[config.mk]
export PLATFORM = sky130hd
export DESIGN_NAME = stim_cfg_regs
export DESIGN_NICKNAME = d
export VERILOG_FILES = /design/src/design/stim_pkg.sv /design/src/design/stim_cfg_regs.sv
export SDC_FILE = /design/constraint.sdc
export NUM_CORES = 1
export LEC_CHECK = 0
export BUFFER_PORTS_ARGS = -buffer_cell sky130_fd_sc_hd__buf_2
export CAP_MARGIN = 15
export CORE_MARGIN = 2
export CORE_UTILIZATION = 25
export CTS_CLUSTER_DIAMETER = 120
export DETAILED_ROUTE_END_ITERATION = 8
export PLACE_DENSITY = 0.43
export SYNTH_ARGS = -nofsm -noshare
export SYNTH_HDL_FRONTEND = slang
export SYNTH_SLANG_ARGS = --single-unit
[constraint.sdc]
create_clock -name clk -period 1.8 [get_ports clk]
set_clock_uncertainty 0.2 [all_clocks]
set_input_delay 0.09 -clock clk [delete_from_list [all_inputs] [get_ports clk]]
set_output_delay 0.09 -clock clk [all_outputs]
set_load 0.02 [all_outputs]
[src/design/stim_pkg.sv]
// ----------------------------------------------------------------------------
// stim_pkg
// Shared types and constants of the strided tensor index mapper.
// ----------------------------------------------------------------------------
`default_nettype none

package stim_pkg;

  localparam int unsigned IDX_W    = 48;  // linear index width
  localparam int unsigned SIDX_W   = 42;  // storage index width
  localparam int unsigned SIZE_W   = 16;
  localparam int unsigned STRIDE_W = 24;
  localparam int unsigned BASE_W   = 32;
  localparam int unsigned PROD_W   = SIZE_W + STRIDE_W;
  localparam int unsigned CFG_AW   = 5;
  localparam int unsigned CFG_DW   = 32;

  // quotient bits resolved per divider stage
  localparam int unsigned DIV_STEPS  = 4;
  localparam int unsigned DIV_STAGES = IDX_W / DIV_STEPS;

  // register indexes
  localparam logic [2:0] REG_SIZE_OUTER    = 3'd0;
  localparam logic [2:0] REG_SIZE_MIDDLE   = 3'd1;
  localparam logic [2:0] REG_SIZE_INNER    = 3'd2;
  localparam logic [2:0] REG_STRIDE_OUTER  = 3'd3;
  localparam logic [2:0] REG_STRIDE_MIDDLE = 3'd4;
  localparam logic [2:0] REG_STRIDE_INNER  = 3'd5;
  localparam logic [2:0] REG_BASE_OFFSET   = 3'd6;

  typedef struct packed {
    logic [SIZE_W-1:0]   size_outer;
    logic [SIZE_W-1:0]   size_middle;
    logic [SIZE_W-1:0]   size_inner;
    logic [STRIDE_W-1:0] stride_outer;
    logic [STRIDE_W-1:0] stride_middle;
    logic [STRIDE_W-1:0] stride_inner;
    logic [BASE_W-1:0]   base_offset;
  } stim_cfg_t;

  // one divider pipeline slot
  typedef struct packed {
    logic              vld;
    logic [SIZE_W-1:0] rem;
    logic [IDX_W-1:0]  run;
    logic [SIDX_W-1:0] acc;
  } stim_div_t;

  // one dimension's hand-off between stages
  typedef struct packed {
    logic              vld;
    logic [IDX_W-1:0]  run;
    logic [SIDX_W-1:0] acc;
  } stim_dim_t;

endpackage

`default_nettype wire

[src/design/stim_cfg_regs.sv]
// ----------------------------------------------------------------------------
// stim_cfg_regs
// APB-style register file holding sizes, strides and base offset.
// ----------------------------------------------------------------------------
`default_nettype none

module stim_cfg_regs (
  input  wire logic                        clk,
  input  wire logic                        rst_n,
  input  wire logic                        psel,
  input  wire logic                        penable,
  input  wire logic                        pwrite,
  input  wire logic [stim_pkg::CFG_AW-1:0] paddr,
  input  wire logic [stim_pkg::CFG_DW-1:0] pwdata,
  output logic      [stim_pkg::CFG_DW-1:0] prdata,
  output logic                             pready,
  output stim_pkg::stim_cfg_t              cfg
);
  import stim_pkg::*;

  stim_cfg_t  cfg_r;
  logic       wr_en;
  logic [2:0] reg_idx;

  assign pready  = 1'b1;
  assign wr_en   = psel && penable && pwrite;
  assign reg_idx = paddr[CFG_AW-1:2];

  // register writes
  always_ff @(posedge clk) begin
    if (!rst_n) begin
      cfg_r.size_outer    <= SIZE_W'(1);
      cfg_r.size_middle   <= SIZE_W'(1);
      cfg_r.size_inner    <= SIZE_W'(1);
      cfg_r.stride_outer  <= '0;
      cfg_r.stride_middle <= '0;
      cfg_r.stride_inner  <= STRIDE_W'(1);
      cfg_r.base_offset   <= '0;
    end else if (wr_en) begin
      unique case (reg_idx)
        REG_SIZE_OUTER:    cfg_r.size_outer    <= pwdata[SIZE_W-1:0];
        REG_SIZE_MIDDLE:   cfg_r.size_middle   <= pwdata[SIZE_W-1:0];
        REG_SIZE_INNER:    cfg_r.size_inner    <= pwdata[SIZE_W-1:0];
        REG_STRIDE_OUTER:  cfg_r.stride_outer  <= pwdata[STRIDE_W-1:0];
        REG_STRIDE_MIDDLE: cfg_r.stride_middle <= pwdata[STRIDE_W-1:0];
        REG_STRIDE_INNER:  cfg_r.stride_inner  <= pwdata[STRIDE_W-1:0];
        REG_BASE_OFFSET:   cfg_r.base_offset   <= pwdata[BASE_W-1:0];
        default: ;
      endcase
    end
  end

  // read mux
  always_comb begin
    unique case (reg_idx)
      REG_SIZE_OUTER:    prdata = CFG_DW'(cfg_r.size_outer);
      REG_SIZE_MIDDLE:   prdata = CFG_DW'(cfg_r.size_middle);
      REG_SIZE_INNER:    prdata = CFG_DW'(cfg_r.size_inner);
      REG_STRIDE_OUTER:  prdata = CFG_DW'(cfg_r.stride_outer);
      REG_STRIDE_MIDDLE: prdata = CFG_DW'(cfg_r.stride_middle);
      REG_STRIDE_INNER:  prdata = CFG_DW'(cfg_r.stride_inner);
      REG_BASE_OFFSET:   prdata = cfg_r.base_offset;
      default:           prdata = '0;
    endcase
  end

  assign cfg = cfg_r;

endmodule

`default_nettype wire

==> impl_results.md <==
- Status: complete, but fails checks
- Failing checks: negative setup slack
- Crit end category: output pin
- Fin Setup TNS: -0.0250 ns
- PD cells: 789 nW/um^2
- Clock transition at path regs: 0.06 ns
- Critical path class: register to output pin
- Req. time, crit path: 1.51 ns
- Drt first pass iters: 5
- Initial antenna violation count: 1
- Crit Reg-Reg Endpoint: cfg[46]$_SDFFE_PN0P_
- Post-Place Cells: 1260
- Critical path's top delay family: compound AO/OA/AOI/OAI gates
- Register-to-register setup slack: 0.89 ns
- WHS Path Cells: 5
- Hold Path Class: input pin to register
- Sequential area share after synthesis: 44.6%
- Maximum clock path buffer count: 2
- CP bufs+invs: 3
- Unrepaired setup endpoints after global routing: true
- WP data arrival: 1.53 ns
- Share of cells above drive strength 1: 42.1%
- TritonCTS Buffers: 17
- Initial cell density of the core: 25.4%
- Worst hold endpoint: cfg[3]$_SDFFE_PN0P_
- Syn Inst Count: 703
- Root buffer cell: clkbuf_16
- Wire per inst: 18.0 um
- Most frequent cells in the layout: mux2i_1, buf_2, nand2_1
- Average size of a mapped cell: 9.72 um^2
- Synth top area share: 44.6%
- Clock Latency Late Sink: 0.42 ns
- DIE AREA: 28700 um^2
- DPL Wire Length: 17.5 mm
- Syn_nets: 745
- Largest net degree at the start of global routing: 46
- Number of cell rows: 60
- Vias/cell: 4.53
- CP peak stage delay: 0.34 ns
- Max Fclk: 0.550 GHz
- Std-Cell Core Area: 26900 um^2
- DR iter-0 viols: 243
- Slowest-stage cell, CP: dfxtp_2
- Cell variety after synth: 25
- Pleak: 4.47 nW
- Largest register FFs: 152
- Mapped Area: 6830 um^2
- Layout area overhead: 48.2%
- Port bufs: 223
- Reg2reg path depth: 3
- N_diodes: 0
- Worst Path Max Fanout: 2
- Multi-input logic area: 3620 um^2
- Pre-CTS setup slack: -0.0398 ns
- Worst-margin pin slew: 0.709 ns
- Fill count: 2759
- Post-route DRC violation count: 0
- Synth warn: 0
- Worst R2R Start: cfg[46]$_SDFFE_PN0P_
- GRT Residual Overflow: 0
- NumNets Final: 1049
- Final setup margin: -0.0191 ns
- Post-route ant nets: 0
- Clk sink count: 152
- Area leader, netlist: dfxtp_1
- Vias in the first global route: 5943
- Final min period: 1.82 ns
- Post-route insts no fill: 1361
- GRT Overall Usage: 16.8%
- First-pass GRT wire length: 36.6 mm
- Placer Congestion: 0.776
- Register Area: 3100 um^2
- Slew HR: 52.6%
- Pins Over Slew Limit: 0
- Leading cell type in the layout, fill and taps excluded: mux2i_1
- Die H: 169 um
- CTS tree: built
- Io pins: 227
- Final setup fails: 2
- Startpoint Class: register
- Final wirelength: 24.5 mm
- Cell Chain, Critical Path: inv_2, o221a_4, a221oi_2, buf_4, buf_6
- Die Width: 169 um
- Fin crit share: 101%
- Power Total: 7.99 mW
- Final hold violation count: 0
- Main area contributors after synthesis: dfxtp_1, mux2i_1, nand2_1, o221a_2, buf_4
- Hold_sp: penable
- DR vias: 6165
- Number of synthesized register bits: 152
- Peak supply drop: 0.511 mV
- End-of-flow core utilization: 37.7%
- CTS H-tree lvls: 4
- Max cap viols: 0
-- cells by family (layout without fill, tap and decap cells) --
logic type / count (synthesis) / after routing / share of synthesized area (%)
flops: 152 / 152 / 44.6
other cells: 1 / 1 / 0.0549
mux: 207 / 207 / 30.3
compound gates: 41 / 41 / 5.66
simple gates: 231 / 231 / 14.4
buf+inv: 71 / 388 / 5.02
-- what timing repair did --
| action | in CTS | in global routing |
|---|---|---|
| hold buffers | 34 | 0 |
| resized for setup | 74 | 19 |
| buffers inserted | 11 | 24 |
| hold endpoints to repair | 152 | 0 |
| endpoints found under the setup margin | 16 | 15 |
| pin swaps | 1 | 12 |
-- layout make-up --
| type | instances | share of cell area (%) |
|---|---|---|
| flip-flops and latches | 152 | 30.6 |
| well taps | 341 | 4.21 |
| inverters | 16 | 0.593 |
| clock buffers | 23 | 4.82 |
| multi-input cells | 480 | 35.8 |
| clock inverters | 9 | 1.36 |
| repair buffers | 340 | 22.6 |
-- worst max-delay path by stage --
| stage | start | to | slack, ns | cells after the start |
|---|---|---|---|---|
| 3_5_place_dp | paddr[2] | prdata[3] | -0.04 | 5 |
| 3_3_place_gp | paddr[2] | prdata[3] | -0.03 | 5 |
| 4_1_cts | cfg[35]$_SDFFE_PN0P_ | prdata[3] | -0.04 | 5 |
| 5_1_grt | cfg[0]$_SDFFE_PN0P_ | prdata[0] | -0.10 | 5 |
| 6_report | cfg[35]$_SDFFE_PN0P_ | prdata[3] | -0.02 | 5 |
| 2_1_floorplan | paddr[4] | prdata[0] | 0.02 | 5 |
-- worst register-to-register path, stage by stage, from the launching register on --
cell and delay [ns]:
dfxtp_2 0.35, buf_4 0.10, nand2_1 0.04, mux2i_1 0.14
-- cell usage after synthesis --
| master | count |
|---|---|
| a211oi_1 | 2 |
| a221oi_1 | 15 |
| and2_1 | 8 |
| and3b_1 | 1 |
| buf_1 | 4 |
| buf_2 | 6 |
| buf_4 | 18 |
| clkbuf_1 | 26 |
| clkbuf_2 | 1 |
| conb_1 | 1 |
| dfxtp_1 | 152 |
| inv_1 | 16 |
| mux2i_1 | 207 |
| nand2_1 | 189 |
| nand2b_1 | 4 |
| nand3_1 | 8 |
| nand4_1 | 1 |
| nand4b_4 | 1 |
| nor2_1 | 4 |
| nor2_2 | 4 |
| nor2b_1 | 9 |
| nor3_4 | 1 |
| o211ai_1 | 8 |
| o221a_2 | 16 |
| or3_1 | 1 |
-- per-stage QoR --
stage          area (um^2)  hold WS, ns
2_1_floorplan         6830       0.0322
5_1_grt              10100        0.104
3_5_place_dp          8640        0.144
4_1_cts               9880       0.0722
6_report             10100       0.0834
3_3_place_gp          8640        0.141
-- per-layer routing --
metal	part of all wire, %	GRT usage (%)	wire length (um)	up-vias
met2	45	26.1	11000	171
met3	5.4	4.22	1330	16
li1	-	-	-	3032
met4	1.2	3.98	291	0
met1	49	23.5	11900	2946
met5	0	0	0	-
-- where the power goes --
| group | switching, mW | internal, mW | total [mW] | leakage, nW |
|---|---|---|---|---|
| logic | 0.437 | 0.324 | 0.762 | 2.91 |
| registers | 0.0194 | 3.39 | 3.41 | 1.25 |
| clock network | 1.48 | 2.35 | 3.82 | 0.304 |
No activity file was read; power rests on OpenSTA's default activity.
