<file path="config.mk">
export PLATFORM = sky130hd
export DESIGN_NAME = stim_dim
export DESIGN_NICKNAME = d
export VERILOG_FILES = /design/src/design/stim_pkg.sv /design/src/design/stim_div_stage.sv /design/src/design/stim_dim.sv
export SDC_FILE = /design/constraint.sdc
export NUM_CORES = 2
export LEC_CHECK = 0
export BUFFER_PORTS_ARGS = -buffer_cell sky130_fd_sc_hd__buf_2
export CAP_MARGIN = 20
export CORE_UTILIZATION = 51
export CTS_CLUSTER_DIAMETER = 30
export DETAILED_ROUTE_END_ITERATION = 12
export PLACE_DENSITY = 0.69
export SLEW_MARGIN = 30
export SYNTH_ARGS = -nofsm -noshare
export SYNTH_HDL_FRONTEND = slang
export SYNTH_SLANG_ARGS = --single-unit
</file>
<file path="constraint.sdc">
create_clock -name clk -period 96.7 [get_ports clk]
set_input_delay 14.505 -clock clk [delete_from_list [all_inputs] [get_ports clk]]
set_output_delay 14.505 -clock clk [all_outputs]
set_load 0.005 [all_outputs]
</file>
<file path="src/design/stim_pkg.sv">
// ----------------------------------------------------------------------------
// stim_pkg
// Shared types and constants of the strided tensor index mapper.
// ----------------------------------------------------------------------------
`default_nettype none

package stim_pkg;

  localparam int unsigned IDX_W    = 48;  // linear index width
  localparam int unsigned SIDX_W   = 42;  // storage index width
  localparam int unsigned SIZE_W   = 16;
  localparam int unsigned STRIDE_W = 24;
  localparam int unsigned BASE_W   = 32;
  localparam int unsigned PROD_W   = SIZE_W + STRIDE_W;
  localparam int unsigned CFG_AW   = 5;
  localparam int unsigned CFG_DW   = 32;

  // quotient bits resolved per divider stage
  localparam int unsigned DIV_STEPS  = 4;
  localparam int unsigned DIV_STAGES = IDX_W / DIV_STEPS;

  // register indexes
  localparam logic [2:0] REG_SIZE_OUTER    = 3'd0;
  localparam logic [2:0] REG_SIZE_MIDDLE   = 3'd1;
  localparam logic [2:0] REG_SIZE_INNER    = 3'd2;
  localparam logic [2:0] REG_STRIDE_OUTER  = 3'd3;
  localparam logic [2:0] REG_STRIDE_MIDDLE = 3'd4;
  localparam logic [2:0] REG_STRIDE_INNER  = 3'd5;
  localparam logic [2:0] REG_BASE_OFFSET   = 3'd6;

  typedef struct packed {
    logic [SIZE_W-1:0]   size_outer;
    logic [SIZE_W-1:0]   size_middle;
    logic [SIZE_W-1:0]   size_inner;
    logic [STRIDE_W-1:0] stride_outer;
    logic [STRIDE_W-1:0] stride_middle;
    logic [STRIDE_W-1:0] stride_inner;
    logic [BASE_W-1:0]   base_offset;
  } stim_cfg_t;

  // one divider pipeline slot
  typedef struct packed {
    logic              vld;
    logic [SIZE_W-1:0] rem;
    logic [IDX_W-1:0]  run;
    logic [SIDX_W-1:0] acc;
  } stim_div_t;

  // one dimension's hand-off between stages
  typedef struct packed {
    logic              vld;
    logic [IDX_W-1:0]  run;
    logic [SIDX_W-1:0] acc;
  } stim_dim_t;

endpackage

`default_nettype wire

</file>
<file path="src/design/stim_div_stage.sv">
// ----------------------------------------------------------------------------
// stim_div_stage
// Restoring divider slice: resolves a few quotient bits per register stage.
// ----------------------------------------------------------------------------
`default_nettype none

module stim_div_stage (
  input  wire logic                        clk,
  input  wire logic                        rst_n,
  input  wire logic                        en,
  input  wire logic [stim_pkg::SIZE_W-1:0] divisor,
  input  wire stim_pkg::stim_div_t         d_in,
  output stim_pkg::stim_div_t              d_out
);
  import stim_pkg::*;

  stim_div_t st_r;
  stim_div_t st_nxt;

  // shift one dividend bit into the remainder per step, quotient bit in at the bottom
  always_comb begin
    logic [SIZE_W:0] t;
    st_nxt = d_in;
    t      = '0;
    for (int k = 0; k < DIV_STEPS; k++) begin
      t          = {st_nxt.rem, st_nxt.run[IDX_W-1]};
      st_nxt.run = {st_nxt.run[IDX_W-2:0], 1'b0};
      if (t >= {1'b0, divisor}) begin
        t             = t - {1'b0, divisor};
        st_nxt.run[0] = 1'b1;
      end
      st_nxt.rem = t[SIZE_W-1:0];
    end
  end

  always_ff @(posedge clk) begin
    if (!rst_n) begin
      st_r.vld <= 1'b0;
    end else if (en) begin
      st_r <= st_nxt;
    end
  end

  assign d_out = st_r;

endmodule

`default_nettype wire

</file>
<file path="src/design/stim_dim.sv">
// ----------------------------------------------------------------------------
// stim_dim
// One tensor dimension: pipelined divide by size, coordinate times stride,
// accumulate into the storage index.
// ----------------------------------------------------------------------------
`default_nettype none

module stim_dim (
  input  wire logic                          clk,
  input  wire logic                          rst_n,
  input  wire logic                          en,
  input  wire logic [stim_pkg::SIZE_W-1:0]   size,
  input  wire logic [stim_pkg::STRIDE_W-1:0] stride,
  input  wire stim_pkg::stim_dim_t           d_in,
  output stim_pkg::stim_dim_t                d_out
);
  import stim_pkg::*;

  logic [SIZE_W-1:0] divisor;
  stim_div_t         div_q [DIV_STAGES+1];

  logic              mul_vld_r;
  logic [PROD_W-1:0] mul_prod_r;
  logic [IDX_W-1:0]  mul_run_r;
  logic [SIDX_W-1:0] mul_acc_r;
  stim_dim_t         add_r;

  // size zero acts as size one
  assign divisor = (size == '0) ? SIZE_W'(1) : size;

  assign div_q[0] = '{vld: d_in.vld, rem: '0, run: d_in.run, acc: d_in.acc};

  // divider chain
  for (genvar s = 0; s < DIV_STAGES; s++) begin : g_div
    stim_div_stage u_stage (
      .clk     (clk),
      .rst_n   (rst_n),
      .en      (en),
      .divisor (divisor),
      .d_in    (div_q[s]),
      .d_out   (div_q[s+1])
    );
  end

  // coordinate times stride
  always_ff @(posedge clk) begin
    if (!rst_n) begin
      mul_vld_r <= 1'b0;
    end else if (en) begin
      mul_vld_r  <= div_q[DIV_STAGES].vld;
      mul_prod_r <= div_q[DIV_STAGES].rem * stride;
      mul_run_r  <= div_q[DIV_STAGES].run;
      mul_acc_r  <= div_q[DIV_STAGES].acc;
    end
  end

  // accumulate
  always_ff @(posedge clk) begin
    if (!rst_n) begin
      add_r.vld <= 1'b0;
    end else if (en) begin
      add_r.vld <= mul_vld_r;
      add_r.run <= mul_run_r;
      add_r.acc <= mul_acc_r + SIDX_W'(mul_prod_r);
    end
  end

  assign d_out = add_r;

endmodule

`default_nettype wire

</file>
==> metrics.yaml <==
status:
  status: "finished, final reports clean"
worst_setup_path:
  setup.reg_to_reg.worst_slack_ns: 83.63
  timing.critical_path.fanout_max: 22
  r2r.worst_path.cells: 42
  timing.critical_path.slowest_stage_cell: "nand4_1"
  critical_path.top_delay_family: "compound AO/OA/AOI/OAI gates"
  crit_path_max_incr_delay_ns: 0.66
  critical_path.reg2reg.endpoint: "g_div[7].u_stage.d_out[96]$_DFFE_PP_"
  critical_path.most_common_cell: "o21ai_0"
  crit_start: "size[2]"
  crit_buf_inv: 8
  worstSetupEndpointType: "flop"
  arrival_ns: 28.53
  worstSetupPathType: "input pin to flop"
  endpoint: "g_div[6].u_stage.d_out[104]$_DFFE_PP_"
  cp_data_required_time_ns: 97.32
  rr_startpoint: "g_div[6].u_stage.d_out[99]$_DFFE_PP_"
  worstSetupStartpointType: "input pin"
  path_depth: 49
min_path:
  min_path_type: "flop to flop"
timing:
  worst_slew_pin_slew_ns: 1.00
  fmax_mhz: 35.8
  setup_viol: 0
  hold_violations: 0
  max_transition_margin_pct: 33.2
  maxSlewViolCount: 0
  tns_ns: 0
  clock-skew-final_ns: 0.0780
  min_period_over_period_pct: 28.9
  grt_setup_unrepaired: "no"
  time_the_final_worst_path_needs_with_i_o_delays_and_setup_ns: 27.91
global_route:
  gr-max-usage-layer: "met2"
  grtUsageMet2_pct: 39.7
  grtUsageTotal_pct: 25.1
  grt_start_max_net_pins: 191
  global_route.usage.met1_pct: 34.6
  grt.overflow.total: 0
  global_route.usage.met3_pct: 4.36
  first_global_vias: 71000
  grt_pass1_wl_um: 394000
  grt_antenna_before_repair: 7
drt:
  drc: 0
  dr_total_vias: 71500
  antenna_violating_nets_left: 0
  dr.pass1.iters: 6
  avgRoutedWirePerCell_um: 20.5
  post_drt_via_cell_ratio: 5.82
  wirelength_um: 252000
  drt_iter0_markers: 5662
synth:
  mappedNetlistArea_sq_mm: 0.101
  synth_top_family_by_area: "adder cells"
  netlist.area_leader.share_pct: 44.3
  synthArstFlopShare_pct: 0
  ys_flop_type: "edfxtp_1"
  synthAdderAreaFrac_pct: 18.2
  ys_ff_latch: 1506
  synth-xor-area-share_pct: 5.45
  synth_compound_area_share_pct: 13.2
  synth_seq_area_share_pct: 44.6
  count_of_unique_library_cells_instantiated_by_yosys: 99
  syn-instance-count: 8931
  post_synth_and_or_nand_nor_area_fraction_pct: 10.8
  synth_edf_count: 1492
  ys_top_cells_by_area: "edfxtp_1 (44%), ha_1 (11%), fa_1 (7.0%), xnor2_1 (3.7%), mux2_2 (3.6%)"
  yosysWarningCount: 0
  mappedNetlistNets: 10300
  postSynthAreaPerCell_sq_um: 11.3
  synth.area.mux_share_pct: 4.72
  synthDominantAreaCellType: "edfxtp_1"
die:
  row_count: 163
  die-height_um: 447
  floorplan.die_area_sq_mm: 0.200
  boundaryPins: 225
  die_w_um: 447
  core_area_sq_mm: 0.197
  initial_utilization_pct: 51.3
placement:
  dp_hpwl_um: 180000
  place.gp.congestion: 0.927
  port_buffers: 224
clock_network:
  cts-buffers-inserted: 310
  cts_htree_levels: 5
  cts.sinks: 1506
  post_cts_repair_setup_buffers: 0
  cts.hold.buffers_added: 0
  clk_transition_reported_paths_ns: 0.06
  cts_tree: "done"
  clk_path_buf_depth: 4
  cts-root-buf: "clkbuf_16"
  post_cts_resize_count: 0
  clock_latency_ns: 0.90
cells_and_area:
  multi_input_area_sq_mm: 0.0530
  layout-drive-gt1-share_pct: 13.1
  layout.filler_cells: 16000
  final_nets: 10800
  areaGrowthSynthToFinish_pct: 14.8
  seq_area_sq_mm: 0.0451
run:
  timing.max_cap.violations: 0
cell usage after synthesis (74+ instances only):
cell and count:
a21oi_1 573, nand3_1 115, and2_1 165, o21a_1 129, clkbuf_1 121, o21bai_1 76
xor2_1 202, nor2b_1 140, nor2_1 485, mux2i_1 97, a21o_1 245, inv_1 643
xnor2_1 427, o21ai_0 421, nand2_1 724, mux2_2 326, nand2b_1 74, nand4_1 129
nor3_1 160, edfxtp_1 1492, fa_1 354, ha_1 906
registers in the layout, indices dropped and copies added (netlist names):
name and flops:
d_out 91, g_div.u_stage.d_out 1284, mul_acc_r 42, mul_prod_r 40, mul_run_r 48, mul_vld_r 1
cells by family (layout without fill, tap and decap cells):
family	Yosys count	in the layout
compound gates	2040	2040
xor+xnor	629	629
fa+ha+maj	1260	1260
buf+inv	814	1523
flops	1506	1506
mux	432	432
other cells	0	1
simple gates	2250	2250
routing by layer:
metal	wire, um	vias up	share of wire [%]
met5	7	-	0.0028
met4	9150	2	3.6
met3	15600	542	6.2
met2	115000	2187	46
met1	112000	34700	44
li1	-	34000	-
area by class of cell:
type	instances	area share, %
Multi-Input combinational cell	6611	45.7
Sequential cell	1506	38.8
Clock buffer	339	6.89
Tap cell	2640	2.85
Inverter	654	2.12
Clock inverter	200	1.88
Timing Repair Buffer	330	1.77
Antenna cell	1	0.00216
cells in the final DEF, fill, tap and decap left out, types with 31 or more instances in the layout:
| cell | n |
|---|---|
| a21oi_1 | 572 |
| buf_4 | 89 |
| nand2b_1 | 74 |
| mux2_2 | 326 |
| nor2b_1 | 140 |
| xnor2_1 | 427 |
| nand4_1 | 129 |
| inv_1 | 629 |
| nand3_1 | 115 |
| clkinv_2 | 32 |
| nor2_1 | 485 |
| or3_1 | 61 |
| edfxtp_1 | 1492 |
| xor2_1 | 202 |
| nor4_1 | 35 |
| o21ai_0 | 421 |
| and2_1 | 164 |
| ha_1 | 906 |
| o211ai_1 | 44 |
| clkbuf_16 | 316 |
| o31ai_1 | 60 |
| nand2_1 | 724 |
| o21bai_1 | 75 |
| buf_2 | 223 |
| nor3_1 | 157 |
| clkinv_1 | 50 |
| fa_1 | 354 |
| a31oi_1 | 39 |
| bufinv_16 | 37 |
| a21o_1 | 245 |
| mux2i_1 | 97 |
| a211oi_1 | 62 |
| a21boi_0 | 39 |
| a31o_2 | 31 |
| o31a_1 | 35 |
| o21a_1 | 129 |
| and3_1 | 54 |
per-stage QoR:
step / worst slack, ns / utilization (%) / area [sq um] / hold WS [ns] / cells
2_1_floorplan: 45.85 / - / 101000 / 0.400 / 8931
3_3_place_gp: 67.94 / 53.6 / 106000 / 0.400 / 11700
3_5_place_dp: 67.99 / 53.6 / 106000 / 0.405 / 11700
4_1_cts: 68.83 / 58.8 / 116000 / 0.374 / 12300
5_1_grt: 67.63 / 58.9 / 116000 / 0.382 / 12300
6_report: 68.79 / 58.9 / 116000 / 0.375 / 12300
how the worst min path moves through the flow:
stage | cells after the start | slack, ns | to | start
global placement | 0 | 0.40 | g_div[5].u_stage.d_out[1]$_DFFE_PP_ | g_div[4].u_stage.d_out[1]$_DFFE_PP_
CTS | 0 | 0.37 | mul_acc_r[39]$_DFFE_PP_ | g_div[11].u_stage.d_out[39]$_DFFE_PP_
finish | 0 | 0.37 | g_div[7].u_stage.d_out[27]$_DFFE_PP_ | g_div[6].u_stage.d_out[27]$_DFFE_PP_
floorplan | 0 | 0.40 | d_out[42]$_DFFE_PP_ | mul_run_r[0]$_DFFE_PP_
detailed placement | 0 | 0.40 | d_out[46]$_DFFE_PP_ | mul_run_r[4]$_DFFE_PP_
global route | 0 | 0.38 | mul_acc_r[39]$_DFFE_PP_ | g_div[11].u_stage.d_out[39]$_DFFE_PP_
Power is left out: the tool's default activity adds up to more than one toggle a clock period on the data nets, which glitch-free logic cannot reach.
